`config.mk`:
```
export PLATFORM = sky130hd
export DESIGN_NAME = valve_time_slot_scheduler_flat
export DESIGN_NICKNAME = d
export VERILOG_FILES = /design/src/rtl/vsts_pkg.sv /design/src/rtl/vsts_req_if.sv /design/src/rtl/vsts_rsp_if.sv /design/src/rtl/valve_time_slot_scheduler.sv /design/src/rtl/vsts_div.sv /design/src/rtl/vsts_ring.sv /design/src/flat_wrapper.sv
export SDC_FILE = /design/constraint.sdc
export NUM_CORES = 2
export LEC_CHECK = 0
export ABC_AREA = 1
export BUFFER_PORTS_ARGS = -buffer_cell sky130_fd_sc_hd__buf_2
export CORE_MARGIN = 1.5
export CORE_UTILIZATION = 35
export DETAILED_ROUTE_END_ITERATION = 6
export PLACE_DENSITY_LB_ADDON = 0.1
export RECOVER_POWER = 25
export SYNTH_ARGS = -nofsm -noshare
export SYNTH_HDL_FRONTEND = slang
export SYNTH_SLANG_ARGS = --single-unit
```
`constraint.sdc`:
```
create_clock -name clock -period 9 [get_ports clock]
set_input_delay 0.9 -clock clock [delete_from_list [all_inputs] [get_ports clock]]
set_output_delay 0.9 -clock clock [all_outputs]
set_load 0.005 [all_outputs]
```
`src/rtl/vsts_pkg.sv`:
```
// Shared constants, codes and types of the valve time slot scheduler.
package vsts_pkg;

   // SLOT_DEPTH must be a power of two: slot numbers wrap by masking.
   localparam int SLOT_DEPTH      = 128;
   localparam int INTERVAL_CYCLES = 1000000;

   localparam int SLOT_W    = $clog2(SLOT_DEPTH);
   localparam int RUN_W     = $clog2(SLOT_DEPTH + 1);
   localparam int VALVE_W   = 16;
   localparam int CSR_ADDR_W = 5;

   localparam logic [31:0] INTERVAL_WORD = 32'(INTERVAL_CYCLES);

   // Reciprocal of the slot interval: q = (x * RECIP_MUL) >> RECIP_SHIFT is
   // exact for every 32-bit x.
   localparam int          RECIP_SHIFT = 32 + $clog2(INTERVAL_CYCLES);
   localparam logic [63:0] RECIP_ROUND = (64'd1 << RECIP_SHIFT) + 64'(INTERVAL_CYCLES)
                                         - 64'd1;
   localparam logic [32:0] RECIP_MUL   = 33'(RECIP_ROUND / 64'(INTERVAL_CYCLES));

   // Operation codes of the request word.
   localparam logic OP_INSERT = 1'b0;
   localparam logic OP_TICK   = 1'b1;

   // Register indexes (byte address / 4).
   localparam logic [2:0] REG_ON_OFFSET     = 3'd0;
   localparam logic [2:0] REG_OFF_OFFSET    = 3'd1;
   localparam logic [2:0] REG_CALIBRATING   = 3'd2;
   localparam logic [2:0] REG_OVERRIDE_MASK = 3'd3;
   localparam logic [2:0] REG_START_TIME    = 3'd4;

   typedef struct packed {
      logic               rd_en;
      logic [SLOT_W-1:0]  rd_addr;
      logic               wr_en;
      logic [SLOT_W-1:0]  wr_addr;
      logic [VALVE_W-1:0] wr_data;
   } ring_cmd_type;

endpackage

```
`src/rtl/vsts_req_if.sv`:
```
// Request channel: insert or tick words with valid/ready handshake.
interface vsts_req_if;
   logic        valid;
   logic        ready;
   logic        operation;
   logic [31:0] begin_at;
   logic [31:0] end_at;
   logic [3:0]  first_index;
   logic [3:0]  last_index;

   modport source (
      output valid, operation, begin_at, end_at, first_index, last_index,
      input  ready
   );
   modport sink (
      input  valid, operation, begin_at, end_at, first_index, last_index,
      output ready
   );
endinterface

```
`src/rtl/vsts_rsp_if.sv`:
```
// Response channel: valve words for ticks outside calibration, valid/ready handshake.
interface vsts_rsp_if;
   logic        valid;
   logic        ready;
   logic [15:0] valve_word;

   modport source (
      output valid, valve_word,
      input  ready
   );
   modport sink (
      input  valid, valve_word,
      output ready
   );
endinterface

```
`src/rtl/valve_time_slot_scheduler.sv`:
```
// Top level of the valve time slot scheduler: registers, sequencer, output stage.
//
//  channel  direction  handshake            word
//  req_ch   in         valid/ready          operation, begin_at, end_at, first/last_index
//  rsp_ch   out        valid/ready          valve_word (one per tick, none while calibrating)
//  csr_*    in/out     APB setup + access   on/off offsets, calibrating, override, start
//
// Insert: marks n slots (1..SLOT_DEPTH), or none when the run is empty.
//   Two passes of the shared reciprocal divider (begin slot, end slot), a
//   planning state, then one slot per cycle through the ring port.
// Tick: reads the slot, then waits while the output register is full.
// Reset (synchronous, active high) clears the ring through per-slot valid bits
//   at once, so no clearing pass is needed; registers and next due time go to 0.
// req_ch.ready is high only while the sequencer is idle; a held response does
//   not block inserts, only the completion of the next tick.
module valve_time_slot_scheduler import vsts_pkg::*; (
   input  logic                  clock,
   input  logic                  reset,
   vsts_req_if.sink              req_ch,
   vsts_rsp_if.source            rsp_ch,
   input  logic                  csr_psel,
   input  logic                  csr_penable,
   input  logic                  csr_pwrite,
   input  logic [CSR_ADDR_W-1:0] csr_paddr,
   input  logic [31:0]           csr_pwdata,
   output logic [31:0]           csr_prdata,
   output logic                  csr_pready
);

   localparam int STATE_W = 3;
   localparam logic [STATE_W-1:0] ST_IDLE = 3'd0;
   localparam logic [STATE_W-1:0] ST_CALC = 3'd1;
   localparam logic [STATE_W-1:0] ST_DIVB = 3'd2;
   localparam logic [STATE_W-1:0] ST_DIVE = 3'd3;
   localparam logic [STATE_W-1:0] ST_PLAN = 3'd5;
   localparam logic [STATE_W-1:0] ST_MARK = 3'd6;
   localparam logic [STATE_W-1:0] ST_TOUT = 3'd7;

   localparam logic signed [33:0] RUN_ONE   = 34'sd1;
   localparam logic signed [33:0] DEPTH_S34 = 34'(SLOT_DEPTH);

   // sequencer and configuration state
   logic [STATE_W-1:0] state_ff, state_in;
   logic [31:0]        on_off_ff, on_off_in;
   logic [31:0]        off_off_ff, off_off_in;
   logic               calib_ff, calib_in;
   logic [VALVE_W-1:0] ovr_ff, ovr_in;
   logic [31:0]        start_ff, start_in;
   logic [31:0]        next_due_ff, next_due_in;
   logic [SLOT_W-1:0]  read_slot_ff, read_slot_in;
   logic [RUN_W-1:0]   cnt_ff, cnt_in;
   logic               pend_ff, pend_in;
   logic               rsp_vld_ff, rsp_vld_in;

   // item payload and working values
   logic [31:0]        begin_ff, begin_in;
   logic [31:0]        end_ff, end_in;
   logic [3:0]         first_ff, first_in;
   logic [3:0]         last_ff, last_in;
   logic [31:0]        re_ff, re_in;
   logic               re_lt_rb_ff, re_lt_rb_in;
   logic [VALVE_W-1:0] mask_ff, mask_in;
   logic [31:0]        qb_ff, qb_in;
   logic [31:0]        qe_ff, qe_in;
   logic [RUN_W-1:0]   n_ff, n_in;
   logic [SLOT_W-1:0]  ptr_ff, ptr_in;
   logic [SLOT_W-1:0]  wa_ff, wa_in;
   logic [VALVE_W-1:0] rsp_word_ff, rsp_word_in;

   // combinational helpers
   logic               req_acc;
   logic               csr_wr;
   logic [2:0]         csr_idx;
   logic [31:0]        rb_c, re_c;
   logic [VALVE_W-1:0] mask_c;
   logic [31:0]        re_mag;
   logic signed [33:0] n_sig;
   logic               run_none;
   logic [RUN_W-1:0]   run_len;
   logic [SLOT_W:0]    start_sum;
   logic [SLOT_W-1:0]  start_idx;
   logic [SLOT_W-1:0]  ptr_next;
   logic [SLOT_W-1:0]  slot_next;
   logic               out_free;

   logic               div_start;
   logic [31:0]        div_dividend;
   logic [31:0]        div_quo;
   logic               div_done;

   ring_cmd_type       ring_cmd;
   logic [VALVE_W-1:0] ring_rd;

   vsts_div u_div (
      .clock     (clock),
      .reset     (reset),
      .start     (div_start),
      .dividend  (div_dividend),
      .quotient  (div_quo),
      .done      (div_done)
   );

   vsts_ring u_ring (
      .clock   (clock),
      .reset   (reset),
      .cmd     (ring_cmd),
      .rd_data (ring_rd)
   );

   assign req_ch.ready = (state_ff == ST_IDLE);
   assign req_acc      = req_ch.valid && req_ch.ready;
   assign csr_pready   = 1'b1;
   assign csr_wr       = csr_psel && csr_penable && csr_pwrite;
   assign csr_idx      = csr_paddr[4:2];
   assign out_free     = !rsp_vld_ff || rsp_ch.ready;

   assign rsp_ch.valid      = rsp_vld_ff;
   assign rsp_ch.valve_word = rsp_word_ff;

   // Offsets relative to the due time of the slot at the read position.
   always_comb begin
      rb_c = begin_ff - next_due_ff + on_off_ff;
      re_c = end_ff - next_due_ff + off_off_ff;
      for (int k = 0; k < VALVE_W; k++) begin
         mask_c[k] = (4'(k) >= first_ff) && (4'(k) <= last_ff);
      end
      re_mag = re_ff[31] ? (32'd0 - re_ff) : re_ff;
   end

   // Run length: an early end marks one slot; a negative end truncates toward zero.
   always_comb begin
      if (re_lt_rb_ff) begin
         n_sig = RUN_ONE;
      end else if (re_ff[31]) begin
         n_sig = RUN_ONE - $signed({2'b00, qe_ff});
      end else begin
         n_sig = $signed({2'b00, qe_ff}) + RUN_ONE - $signed({2'b00, qb_ff});
      end
      run_none = (n_sig <= 34'sd0) || (mask_ff == '0);
      run_len  = (n_sig > DEPTH_S34) ? RUN_W'(SLOT_DEPTH) : n_sig[RUN_W-1:0];
      // begin slot modulo the ring depth is its low bits
      start_sum = {1'b0, read_slot_ff} + {1'b0, qb_ff[SLOT_W-1:0]};
      if (start_sum >= (SLOT_W + 1)'(SLOT_DEPTH)) begin
         start_idx = SLOT_W'(start_sum - (SLOT_W + 1)'(SLOT_DEPTH));
      end else begin
         start_idx = start_sum[SLOT_W-1:0];
      end
      ptr_next  = (ptr_ff == SLOT_W'(SLOT_DEPTH - 1)) ? '0 : ptr_ff + SLOT_W'(1);
      slot_next = (read_slot_ff == SLOT_W'(SLOT_DEPTH - 1)) ? '0
                                                             : read_slot_ff + SLOT_W'(1);
   end

   // Divider operand select: begin slot, then end slot.
   always_comb begin
      div_start    = 1'b0;
      div_dividend = rb_c[31] ? 32'd0 : rb_c;
      unique case (state_ff)
         ST_CALC: begin
            div_start = 1'b1;
         end
         ST_DIVB: begin
            div_start    = div_done;
            div_dividend = re_mag;
         end
         default: begin
            div_start = 1'b0;
         end
      endcase
   end

   // Ring port: tick read/clear, or read-modify-write one slot per cycle.
   always_comb begin
      ring_cmd = '0;
      unique case (state_ff)
         ST_IDLE: begin
            if (req_acc && (req_ch.operation == OP_TICK) && !calib_ff) begin
               ring_cmd.rd_en   = 1'b1;
               ring_cmd.rd_addr = read_slot_ff;
            end
         end
         ST_MARK: begin
            if (cnt_ff < n_ff) begin
               ring_cmd.rd_en   = 1'b1;
               ring_cmd.rd_addr = ptr_ff;
            end
            if (pend_ff) begin
               ring_cmd.wr_en   = 1'b1;
               ring_cmd.wr_addr = wa_ff;
               ring_cmd.wr_data = ring_rd | mask_ff;
            end
         end
         ST_TOUT: begin
            if (out_free) begin
               ring_cmd.wr_en   = 1'b1;
               ring_cmd.wr_addr = read_slot_ff;
               ring_cmd.wr_data = '0;
            end
         end
         default: begin
            ring_cmd = '0;
         end
      endcase
   end

   // Sequencer and register file.
   always_comb begin
      state_in     = state_ff;
      on_off_in    = on_off_ff;
      off_off_in   = off_off_ff;
      calib_in     = calib_ff;
      ovr_in       = ovr_ff;
      start_in     = start_ff;
      next_due_in  = next_due_ff;
      read_slot_in = read_slot_ff;
      cnt_in       = cnt_ff;
      pend_in      = pend_ff;
      rsp_vld_in   = rsp_vld_ff && !rsp_ch.ready;
      begin_in     = begin_ff;
      end_in       = end_ff;
      first_in     = first_ff;
      last_in      = last_ff;
      re_in        = re_ff;
      re_lt_rb_in  = re_lt_rb_ff;
      mask_in      = mask_ff;
      qb_in        = qb_ff;
      qe_in        = qe_ff;
      n_in         = n_ff;
      ptr_in       = ptr_ff;
      wa_in        = wa_ff;
      rsp_word_in  = rsp_word_ff;

      unique case (state_ff)
         ST_IDLE: begin
            if (req_acc) begin
               if (req_ch.operation == OP_INSERT) begin
                  begin_in = req_ch.begin_at;
                  end_in   = req_ch.end_at;
                  first_in = req_ch.first_index;
                  last_in  = req_ch.last_index;
                  state_in = ST_CALC;
               end else if (!calib_ff) begin
                  state_in = ST_TOUT;
               end
            end
         end
         ST_CALC: begin
            re_in       = re_c;
            re_lt_rb_in = $signed(re_c) < $signed(rb_c);
            mask_in     = mask_c;
            state_in    = ST_DIVB;
         end
         ST_DIVB: begin
            if (div_done) begin
               qb_in    = div_quo;
               state_in = ST_DIVE;
            end
         end
         ST_DIVE: begin
            if (div_done) begin
               qe_in    = div_quo;
               state_in = ST_PLAN;
            end
         end
         ST_PLAN: begin
            if (run_none) begin
               state_in = ST_IDLE;
            end else begin
               n_in     = run_len;
               cnt_in   = '0;
               ptr_in   = start_idx;
               pend_in  = 1'b0;
               state_in = ST_MARK;
            end
         end
         ST_MARK: begin
            if (cnt_ff < n_ff) begin
               cnt_in  = cnt_ff + RUN_W'(1);
               ptr_in  = ptr_next;
               wa_in   = ptr_ff;
               pend_in = 1'b1;
            end else begin
               // last write drains this cycle
               pend_in  = 1'b0;
               state_in = ST_IDLE;
            end
         end
         ST_TOUT: begin
            if (out_free) begin
               rsp_word_in  = ring_rd | ovr_ff;
               rsp_vld_in   = 1'b1;
               read_slot_in = slot_next;
               next_due_in  = next_due_ff + INTERVAL_WORD;
               state_in     = ST_IDLE;
            end
         end
         default: begin
            state_in = ST_IDLE;
         end
      endcase

      if (csr_wr) begin
         unique case (csr_idx)
            REG_ON_OFFSET:     on_off_in  = csr_pwdata;
            REG_OFF_OFFSET:    off_off_in = csr_pwdata;
            REG_CALIBRATING:   calib_in   = csr_pwdata[0];
            REG_OVERRIDE_MASK: ovr_in     = csr_pwdata[VALVE_W-1:0];
            REG_START_TIME: begin
               start_in    = csr_pwdata;
               next_due_in = csr_pwdata;
            end
            default: begin
               start_in = start_ff;
            end
         endcase
      end
   end

   always_comb begin
      unique case (csr_idx)
         REG_ON_OFFSET:     csr_prdata = on_off_ff;
         REG_OFF_OFFSET:    csr_prdata = off_off_ff;
         REG_CALIBRATING:   csr_prdata = {31'd0, calib_ff};
         REG_OVERRIDE_MASK: csr_prdata = {16'd0, ovr_ff};
         REG_START_TIME:    csr_prdata = start_ff;
         default:           csr_prdata = '0;
      endcase
   end

   always_ff @(posedge clock) begin
      if (reset) begin
         state_ff     <= ST_IDLE;
         on_off_ff    <= '0;
         off_off_ff   <= '0;
         calib_ff     <= 1'b0;
         ovr_ff       <= '0;
         start_ff     <= '0;
         next_due_ff  <= '0;
         read_slot_ff <= '0;
         cnt_ff       <= '0;
         pend_ff      <= 1'b0;
         rsp_vld_ff   <= 1'b0;
      end else begin
         state_ff     <= state_in;
         on_off_ff    <= on_off_in;
         off_off_ff   <= off_off_in;
         calib_ff     <= calib_in;
         ovr_ff       <= ovr_in;
         start_ff     <= start_in;
         next_due_ff  <= next_due_in;
         read_slot_ff <= read_slot_in;
         cnt_ff       <= cnt_in;
         pend_ff      <= pend_in;
         rsp_vld_ff   <= rsp_vld_in;
      end
   end

   always_ff @(posedge clock) begin
      begin_ff    <= begin_in;
      end_ff      <= end_in;
      first_ff    <= first_in;
      last_ff     <= last_in;
      re_ff       <= re_in;
      re_lt_rb_ff <= re_lt_rb_in;
      mask_ff     <= mask_in;
      qb_ff       <= qb_in;
      qe_ff       <= qe_in;
      n_ff        <= n_in;
      ptr_ff      <= ptr_in;
      wa_ff       <= wa_in;
      rsp_word_ff <= rsp_word_in;
   end

`ifndef NO_ASSERTIONS
   // a response word only appears after a tick completes
   a_rsp_from_tick: assert property (@(posedge clock) disable iff (reset)
      $rose(rsp_vld_ff) |-> $past(state_ff == ST_TOUT))
      else $error("response raised outside tick completion");

   // the marking pass never runs past its run length
   a_mark_bound: assert property (@(posedge clock) disable iff (reset)
      (state_ff == ST_MARK) |-> (cnt_ff <= n_ff) && (n_ff <= RUN_W'(SLOT_DEPTH)))
      else $error("slot marking overran its run");

   // divider results are consumed only by the divide wait states
   a_div_done_state: assert property (@(posedge clock) disable iff (reset)
      div_done |-> (state_ff == ST_DIVB) || (state_ff == ST_DIVE))
      else $error("divider finished outside a divide state");

   // read position stays inside the ring
   a_read_slot_range: assert property (@(posedge clock) disable iff (reset)
      read_slot_ff <= SLOT_W'(SLOT_DEPTH - 1))
      else $error("read slot out of ring range");
`endif

endmodule

```
`src/rtl/vsts_div.sv`:
```
// Shared slot divider: reciprocal multiply by the slot interval, result in the cycle after start.
module vsts_div import vsts_pkg::*; (
   input  logic         clock,
   input  logic         reset,
   input  logic         start,
   input  logic [31:0]  dividend,
   output logic [31:0]  quotient,
   output logic         done
);

   logic [64:0]          prod_ff, prod_in;
   logic                 done_ff, done_in;

   always_comb begin
      prod_in = prod_ff;
      done_in = start;
      if (start) begin
         prod_in = {32'd0, RECIP_MUL} * {33'd0, dividend};
      end
   end

   always_ff @(posedge clock) begin
      if (reset) begin
         done_ff <= 1'b0;
      end else begin
         done_ff <= done_in;
      end
   end

   always_ff @(posedge clock) begin
      prod_ff <= prod_in;
   end

   assign quotient = 32'(prod_ff >> RECIP_SHIFT);
   assign done     = done_ff;

endmodule

```
`src/rtl/vsts_ring.sv`:
```
// Slot ring: valve mask memory with per-slot valid bits, registered read.
module vsts_ring import vsts_pkg::*; (
   input  logic               clock,
   input  logic               reset,
   input  ring_cmd_type       cmd,
   output logic [VALVE_W-1:0] rd_data
);

   logic [VALVE_W-1:0]    mem_ff [SLOT_DEPTH];
   logic [VALVE_W-1:0]    rd_ff;
   logic [SLOT_DEPTH-1:0] vld_ff, vld_in;
   logic                  hit_ff, hit_in;

   always_comb begin
      vld_in = vld_ff;
      if (cmd.wr_en) begin
         vld_in[cmd.wr_addr] = 1'b1;
      end
      hit_in = hit_ff;
      if (cmd.rd_en) begin
         hit_in = vld_ff[cmd.rd_addr];
      end
   end

   always_ff @(posedge clock) begin
      if (cmd.wr_en) begin
         mem_ff[cmd.wr_addr] <= cmd.wr_data;
      end
      if (cmd.rd_en) begin
         rd_ff <= mem_ff[cmd.rd_addr];
      end
   end

   always_ff @(posedge clock) begin
      if (reset) begin
         vld_ff <= '0;
         hit_ff <= 1'b0;
      end else begin
         vld_ff <= vld_in;
         hit_ff <= hit_in;
      end
   end

   // a slot never written since reset reads as empty
   assign rd_data = hit_ff ? rd_ff : '0;

endmodule

```
`src/flat_wrapper.sv`:
```
// flat-port wrapper written by rule: the top's interface ports become plain ports
module valve_time_slot_scheduler_flat import vsts_pkg::*;
  (clock, reset, csr_psel, csr_penable, csr_pwrite, csr_paddr, csr_pwdata, csr_prdata, csr_pready, req_ch_valid, req_ch_operation, req_ch_begin_at, req_ch_end_at, req_ch_first_index, req_ch_last_index, req_ch_ready, rsp_ch_valid, rsp_ch_valve_word, rsp_ch_ready);
  vsts_req_if req_ch_i ();
  vsts_rsp_if rsp_ch_i ();
  input  logic clock;
  input  logic reset;
  input  logic csr_psel;
  input  logic csr_penable;
  input  logic csr_pwrite;
  input  logic [CSR_ADDR_W-1:0] csr_paddr;
  input  logic [31:0] csr_pwdata;
  output logic [31:0] csr_prdata;
  output logic csr_pready;
  input wire logic [$bits(req_ch_i.valid)-1:0] req_ch_valid;
  input wire logic [$bits(req_ch_i.operation)-1:0] req_ch_operation;
  input wire logic [$bits(req_ch_i.begin_at)-1:0] req_ch_begin_at;
  input wire logic [$bits(req_ch_i.end_at)-1:0] req_ch_end_at;
  input wire logic [$bits(req_ch_i.first_index)-1:0] req_ch_first_index;
  input wire logic [$bits(req_ch_i.last_index)-1:0] req_ch_last_index;
  output wire logic [$bits(req_ch_i.ready)-1:0] req_ch_ready;
  output wire logic [$bits(rsp_ch_i.valid)-1:0] rsp_ch_valid;
  output wire logic [$bits(rsp_ch_i.valve_word)-1:0] rsp_ch_valve_word;
  input wire logic [$bits(rsp_ch_i.ready)-1:0] rsp_ch_ready;
  assign req_ch_i.valid = req_ch_valid;
  assign req_ch_i.operation = req_ch_operation;
  assign req_ch_i.begin_at = req_ch_begin_at;
  assign req_ch_i.end_at = req_ch_end_at;
  assign req_ch_i.first_index = req_ch_first_index;
  assign req_ch_i.last_index = req_ch_last_index;
  assign req_ch_ready = req_ch_i.ready;
  assign rsp_ch_valid = rsp_ch_i.valid;
  assign rsp_ch_valve_word = rsp_ch_i.valve_word;
  assign rsp_ch_i.ready = rsp_ch_ready;
  valve_time_slot_scheduler u_core (.clock(clock), .reset(reset), .req_ch(req_ch_i), .rsp_ch(rsp_ch_i), .csr_psel(csr_psel), .csr_penable(csr_penable), .csr_pwrite(csr_pwrite), .csr_paddr(csr_paddr), .csr_pwdata(csr_pwdata), .csr_prdata(csr_prdata), .csr_pready(csr_pready));
endmodule
```
# [Word-level counts from Yosys, hierarchy flattened]
# Memory sizes are Yosys's and may differ from the RTL's. A register that Yosys moved wholly into a read port is not among the register bits.
# Index checks and enable logic that the tools add are counted.
# Widths: inputs -> output; s select.
[totals] ff_bits=543 ram_bits=2048 output_inout_bits=51 wordCells=202 n_memories=1
[memory_table] name="u_core.u_ring.mem_ff" depth=128 width=16 rd=1 rd_clocked_by_memory_dff=1 write_ports=1 line="vsts_ring.sv:9" text="logic [VALVE_W-1:0] mem_ff [SLOT_DEPTH];"
[classes] n_addsub=14 multipliers=1 magnitude_cmp=40 n_eq_ne=20 mux=47 bitwise_logic=5 n_reduce_logical=46
[op_table] op="$mux 32" count=6
[op_table] op="$pmux 32 s5" count=1
[op_table] op="$or 128x128->128" count=1
[op_table] op="$mux 34" count=2
[op_table] op="$add 32x32->32" count=2
[op_table] op="$sub 32x32->32" count=2
[op_table] op="$mul 31x32->63 const A" count=1
[op_table] op="$mux 24" count=2
[op_table] op="$pmux 24 s2" count=1
[op_table] op="$mux 7" count=5
[op_table] op="$gt 34x9->1 const B" count=1
[op_table] op="$le 34x1->1 const B" count=1
[op_table] op="$sub 34x14->34" count=1
[op_table] op="$add 32x20->32 const B" count=1
[op_table] op="$ge 4x4->1 const A" count=8
[op_table] op="$le 4x4->1 const A" count=8
[op_table] op="$lt 32x32->1" count=1
[op_table] op="$mux 8" count=4
[op_table] op="$or 16x16->16" count=2
[op_table] op="$pmux 8 s2" count=2
[op_table] op="$sub 1x32->32 const A" count=1
[op_table] op="$mux 31" count=1
[op_table] op="$mux 3" count=8
[op_table] op="$logic_and 1x1->1" count=23
[op_table] op="other kinds (39)" count=88

# [Depth between registers and ports, before layout]
[depth] ltp_word=9 mapped_depth=47

# [Hierarchy]
# From an unflattened synthesis, not the netlist that was laid out.
[unflattened] cells_unflattened=12665 hier_area_um2=131247.1
[modules_own_cells] module="vsts_ring" n_inst=1 cells_each=7043 area_each_um2=86420.4 seq_area_each_um2=64561.9
[modules_own_cells] module="valve_time_slot_scheduler" n_inst=1 cells_each=3311 area_each_um2=25912.4 seq_area_each_um2=9999.6
[modules_own_cells] module="vsts_div" n_inst=1 cells_each=2311 area_each_um2=18914.4 seq_area_each_um2=410.4

# [Worst setup path after synthesis]
# No wires, ideal clock.
[synth_timing] path_kind="register to register" from="register u_core.begin_ff[4]" to="register u_core.u_div.prod_ff[61] (data pin)" setup_time_ns=0.265 arrival_ns=8.983 required_time_ns=8.735 setup_slack_ns=-0.248 path_stages_with_launch=40 n_path_buf=2 cell_sequence="edfxtp_1 inv_1 fa_1 inv_1 ha_1 a21oi_1 o21a_1 nand2_2 a21oi_4 o21ai_4 nand2_1 nand3_1 nand2_2 nand2_4 buf_6 buf_2 o21ai_0 ha_1 [4 not listed] inv_1 fa_1 fa_1 fa_1 inv_1 fa_1 inv_1 ha_1 nand2_1 nor2_1 inv_1 nor2_1 nand4_1 o2111a_1 inv_1 nor2_1 o21ai_0 xor2_1"
[synth_between] elab_chain_len=5
[synth_rtl] item="from (decl)" line="valve_time_slot_scheduler.sv:56" text="logic [31:0] begin_ff, begin_in;"
[synth_rtl] item="from (signal assigned)" line="valve_time_slot_scheduler.sv:358" text="begin_ff <= begin_in;"
[synth_rtl] item="$sub 32x32->32" line="valve_time_slot_scheduler.sv:122" text="rb_c = begin_ff - next_due_ff + on_off_ff;"
[synth_rtl] item="$add 32x32->32" line="valve_time_slot_scheduler.sv:122"
[synth_rtl] item="$mux 31" line="valve_time_slot_scheduler.sv:156" text="div_dividend = rb_c[31] ? 32'd0 : rb_c;"
[synth_rtl] item="$mux 32" line="valve_time_slot_scheduler.sv:157" text="unique case (state_ff)"
[synth_rtl] item="$mul 31x32->63" line="vsts_div.sv:18" text="prod_in = {32'd0, RECIP_MUL} * {33'd0, dividend};"
[synth_rtl] item="to (signal assigned)" line="vsts_div.sv:31" text="prod_ff <= prod_in;"
[synth_rtl] item="to (decl)" line="vsts_div.sv:11" text="logic [64:0] prod_ff, prod_in;"
# No other way between the ends.
# A chain may end at the register's enable or synchronous reset.

# [Final worst setup path]
[layout_timing] from="register u_core.begin_ff[8]" to="register u_core.u_div.prod_ff[59] (data pin)"
# The elaborated chain is that of the path after synthesis.

==> key figures <==
Die
  – FP Rows: 221
  – Core outline area: 362000 um^2
  – Die outline width: 606 um
  – Die height: 606 um
  – Initial standard-cell utilization of the core: 35.1%
  – Total Die Area: around 370000 um^2
  – Top Ports: 168

Timing
  – Max-slew violations: 1474
  – Timing-limited maximum frequency: 111 MHz
  – Final Hold Fails: 0
  – Min setup slack post-route: -12.6 ps
  – Clock Skews: 46.2 ps
  – Count of final setup violators: 1
  – Final period util: 100%
  – Slew of the pin with the lowest slew margin: 4660 ps
  – RSZ-0062 raised after global routing: yes
  – Final critical-path required period: 9010 ps
  – Worst slew margin: -210%
  – Hold Worst Slack: 149 ps

Routing
  – Post-DRT Antenna Nets: 0
  – Vias per std cell: 5.13
  – Number of violations reported at the end of detailed-routing iteration 0: 8193
  – First-pass detailed-route iteration total: 6
  – Routed wire length: ~430000 um
  – Number of remaining DRC errors: 0
  – Via Count: a little over 90000
  – Routed wire length per instance: 23.9 um

Global routing
  – Wire length of the first global-routing pass: between 600000 and 700000 um
  – Maximum number of pins on one net before global-route repair: 159
  – Overall routing resource usage: 22.9%
  – Vias in the first global route: 90100
  – Initial antenna violation count: 23
  – Remaining global-route overflow: 0

Logic synthesis
  – Most frequent cell after synthesis: sky130_fd_sc_hd__nand2_1
  – Synth area leaders: sky130_fd_sc_hd__edfxtp_1 53%, sky130_fd_sc_hd__nand3_1 8.9%, sky130_fd_sc_hd__nand2_1 8.0%, sky130_fd_sc_hd__fa_1 6.4%, sky130_fd_sc_hd__ha_1 4.8%
  – Post-synth top area share: between 50% and 60%
  – Cell type contributing the most total cell area after synthesis: sky130_fd_sc_hd__edfxtp_1
  – Asr flop ratio synth: 0%
  – Avg Cell Area, Syn: around 11 um^2
  – Share of synthesized area occupied by flip-flops and latches: 58.0%
  – Count of flip-flops with a built-in enable after synthesis: ~2300
  – Count of mapped cells out of synthesis: between 10000 and 15000
  – Yosys synthesis warning count: 0
  – Synthesized cell area: about 130000 um^2
  – Unique cell type count in the Yosys netlist: 63
  – Synthesized netlist net count: around 13000
  – Most frequent cells after synthesis: 2701 x sky130_fd_sc_hd__nand2_1, 2270 x sky130_fd_sc_hd__nand3_1, 2262 x sky130_fd_sc_hd__edfxtp_1, 1182 x sky130_fd_sc_hd__inv_1, 671 x sky130_fd_sc_hd__nor2_1
  – Synth Register Bits: 2557
  – Prevailing post-synth register cell: sky130_fd_sc_hd__edfxtp_1

CTS
  – Root buffer selected by CTS: sky130_fd_sc_hd__clkbuf_16
  – Inserted Clock Buffers: 298
  – Insertion delay of the later-clocked pin in the worst-skew pair: a little over 900 ps
  – Clock transition at path regs: 70 ps
  – Maximum buffer depth of the clock tree: 4
  – CTS tree: built
  – Clock sink count: 2557
  – CTS Hold Buffers Added: 0
  – Maximum level of the CTS H-tree: 5

Worst setup path
  – Standard cell with the maximum stage delay on the critical path: sky130_fd_sc_hd__fa_1
  – Crit path max-delay family: adder cells
  – Data arrival time at the worst-slack endpoint: about 9700 ps
  – Most common cell on crit path: sky130_fd_sc_hd__fa_1
  – Register-to-Register Setup Slack: -10 ps
  – Kind of start point of the critical path: flop
  – R2R Path End: u_core.u_div.prod_ff[59]
  – FF-to-FF path depth: 38
  – Slowest Stage Delay on Critical Path: 570 ps
  – Type of element capturing the critical path: flop
  – Category of the critical setup timing path: flop to flop
  – Critical path buffer and inverter count: 9
  – CP Data Required Time: 9650 ps
  – Startpoint of the worst register-to-register path: u_core.begin_ff[8]
  – Max FO, Critical Path: 4
  – Critical path depth: 38

Min path
  – Hold WC Path Type: input pin to flop
  – Min-delay src: req_ch_begin_at[30]
  – Worst hold path depth: 1
  – Destination of the worst hold path: u_core.begin_ff[30]

Finish
  – Fin area: 150000 um^2
  – Fraction of final layout cells sized beyond drive strength 1: 14.0%
  – Final net count: 13800
  – Final core utilization: 41.3%
  – Area grow syn2layout: 17.6%

Placed design
  – PortBufs: roughly 160
  – Post-placement cell area: 138000 um^2
  – Dpl ws: -718 ps
  – Sum of net half-perimeters after detailed placement: 271000 um
  – GPL Wtd Cong: roughly 0.88

Run
  – Max-cap violation count: 29

Run status
  – Status: complete, but fails checks
  – Violations in the final reports: max-capacitance violations, max-slew violations, negative setup slack
[worst max path at each step]
stage | start | to
floorplan | u_core.begin_ff[4] | u_core.u_div.prod_ff[59]
global placement | u_core.begin_ff[1] | u_core.u_div.prod_ff[63]
detailed placement | u_core.begin_ff[1] | u_core.u_div.prod_ff[63]
CTS | u_core.begin_ff[23] | u_core.u_div.prod_ff[59]
global route | u_core.on_off_ff[28] | u_core.u_div.prod_ff[59]
finish | u_core.begin_ff[8] | u_core.u_div.prod_ff[59]
[logic make-up after synthesis]
logic type | share of synthesized area [%]
and+or+nand+nor | 19.8
DFF | 58.0
buffers and inverters | 5.75
adders and majority gates | 11.3
AOI/OAI and AO/OA | 3.97
xor gates and xnor gates | 1.14
other | 0.00295
[state kept, by name, summed over array words and instances, names as in the netlist, 32 cells and up]
signal / count
u_core.start_ff: 32
u_core.on_off_ff: 32
u_core.u_ring.vld_ff: 128
u_core.next_due_ff: 32
u_core.end_ff: 32
u_core.off_off_ff: 32
u_core.re_ff: 32
u_core.begin_ff: 32
u_core.u_ring.mem_ff: 2048
[repair_timing]
| action | 4_1_cts | 5_1_grt |
|---|---|---|
| gates cloned | 2 | 0 |
| gates resized for setup | 234 | 323 |
| setup buffers | 29 | 49 |
| setup endpoints to repair | 13 | 13 |
| pin swaps | 105 | 168 |
[stage by stage]
stage / setup TNS (ps) / cells
2_1_floorplan: 0 / 12100
3_3_place_gp: -9280 / 17200
3_5_place_dp: -7840 / 17200
4_1_cts: 0 / 17800
5_1_grt: -3040 / 17900
6_report: -12.6 / 17900
[layer usage]
metal | vias up | global-route usage (%) | part of all wire [%]
met5 | - | 0 | 0.010
met4 | 8 | 5.91 | 2.7
met3 | 522 | 3.14 | 6.0
met2 | 2651 | 36.0 | 45
met1 | 45800 | 33.2 | 46
li1 | 42700 | - | -
[cell type report]
class	instances	area, um^2
fillers	34700	212000
multi-input cells	7770	48600
clock inverters	122	970
flip-flops and latches	2557	73800
inverters	1194	4520
repair buffers	1001	7450
clock buffers	414	8180
well taps	4794	6000
diodes	7	17.5
[placed cells by master (no fill, tap or decap), types with 105 or more instances in the layout]
| cell | netlist | layout |
|---|---|---|
| sky130_fd_sc_hd__edfxtp_1 | 2262 | 2262 |
| sky130_fd_sc_hd__clkbuf_1 | 236 | 166 |
| sky130_fd_sc_hd__a21oi_1 | 402 | 348 |
| sky130_fd_sc_hd__clkbuf_16 | 0 | 305 |
| sky130_fd_sc_hd__nand2_1 | 2701 | 2663 |
| sky130_fd_sc_hd__ha_1 | 492 | 425 |
| sky130_fd_sc_hd__inv_1 | 1182 | 1117 |
| sky130_fd_sc_hd__dfxtp_1 | 295 | 290 |
| sky130_fd_sc_hd__nand3_1 | 2270 | 2260 |
| sky130_fd_sc_hd__o21ai_0 | 254 | 208 |
| sky130_fd_sc_hd__buf_2 | 165 | 119 |
| sky130_fd_sc_hd__fa_1 | 409 | 383 |
| sky130_fd_sc_hd__nor2_1 | 671 | 595 |
| sky130_fd_sc_hd__xor2_1 | 118 | 105 |
| sky130_fd_sc_hd__buf_4 | 78 | 746 |
Power is not shown: default switching activity piles up to over one toggle a cycle in this logic, so the estimate is an artifact.
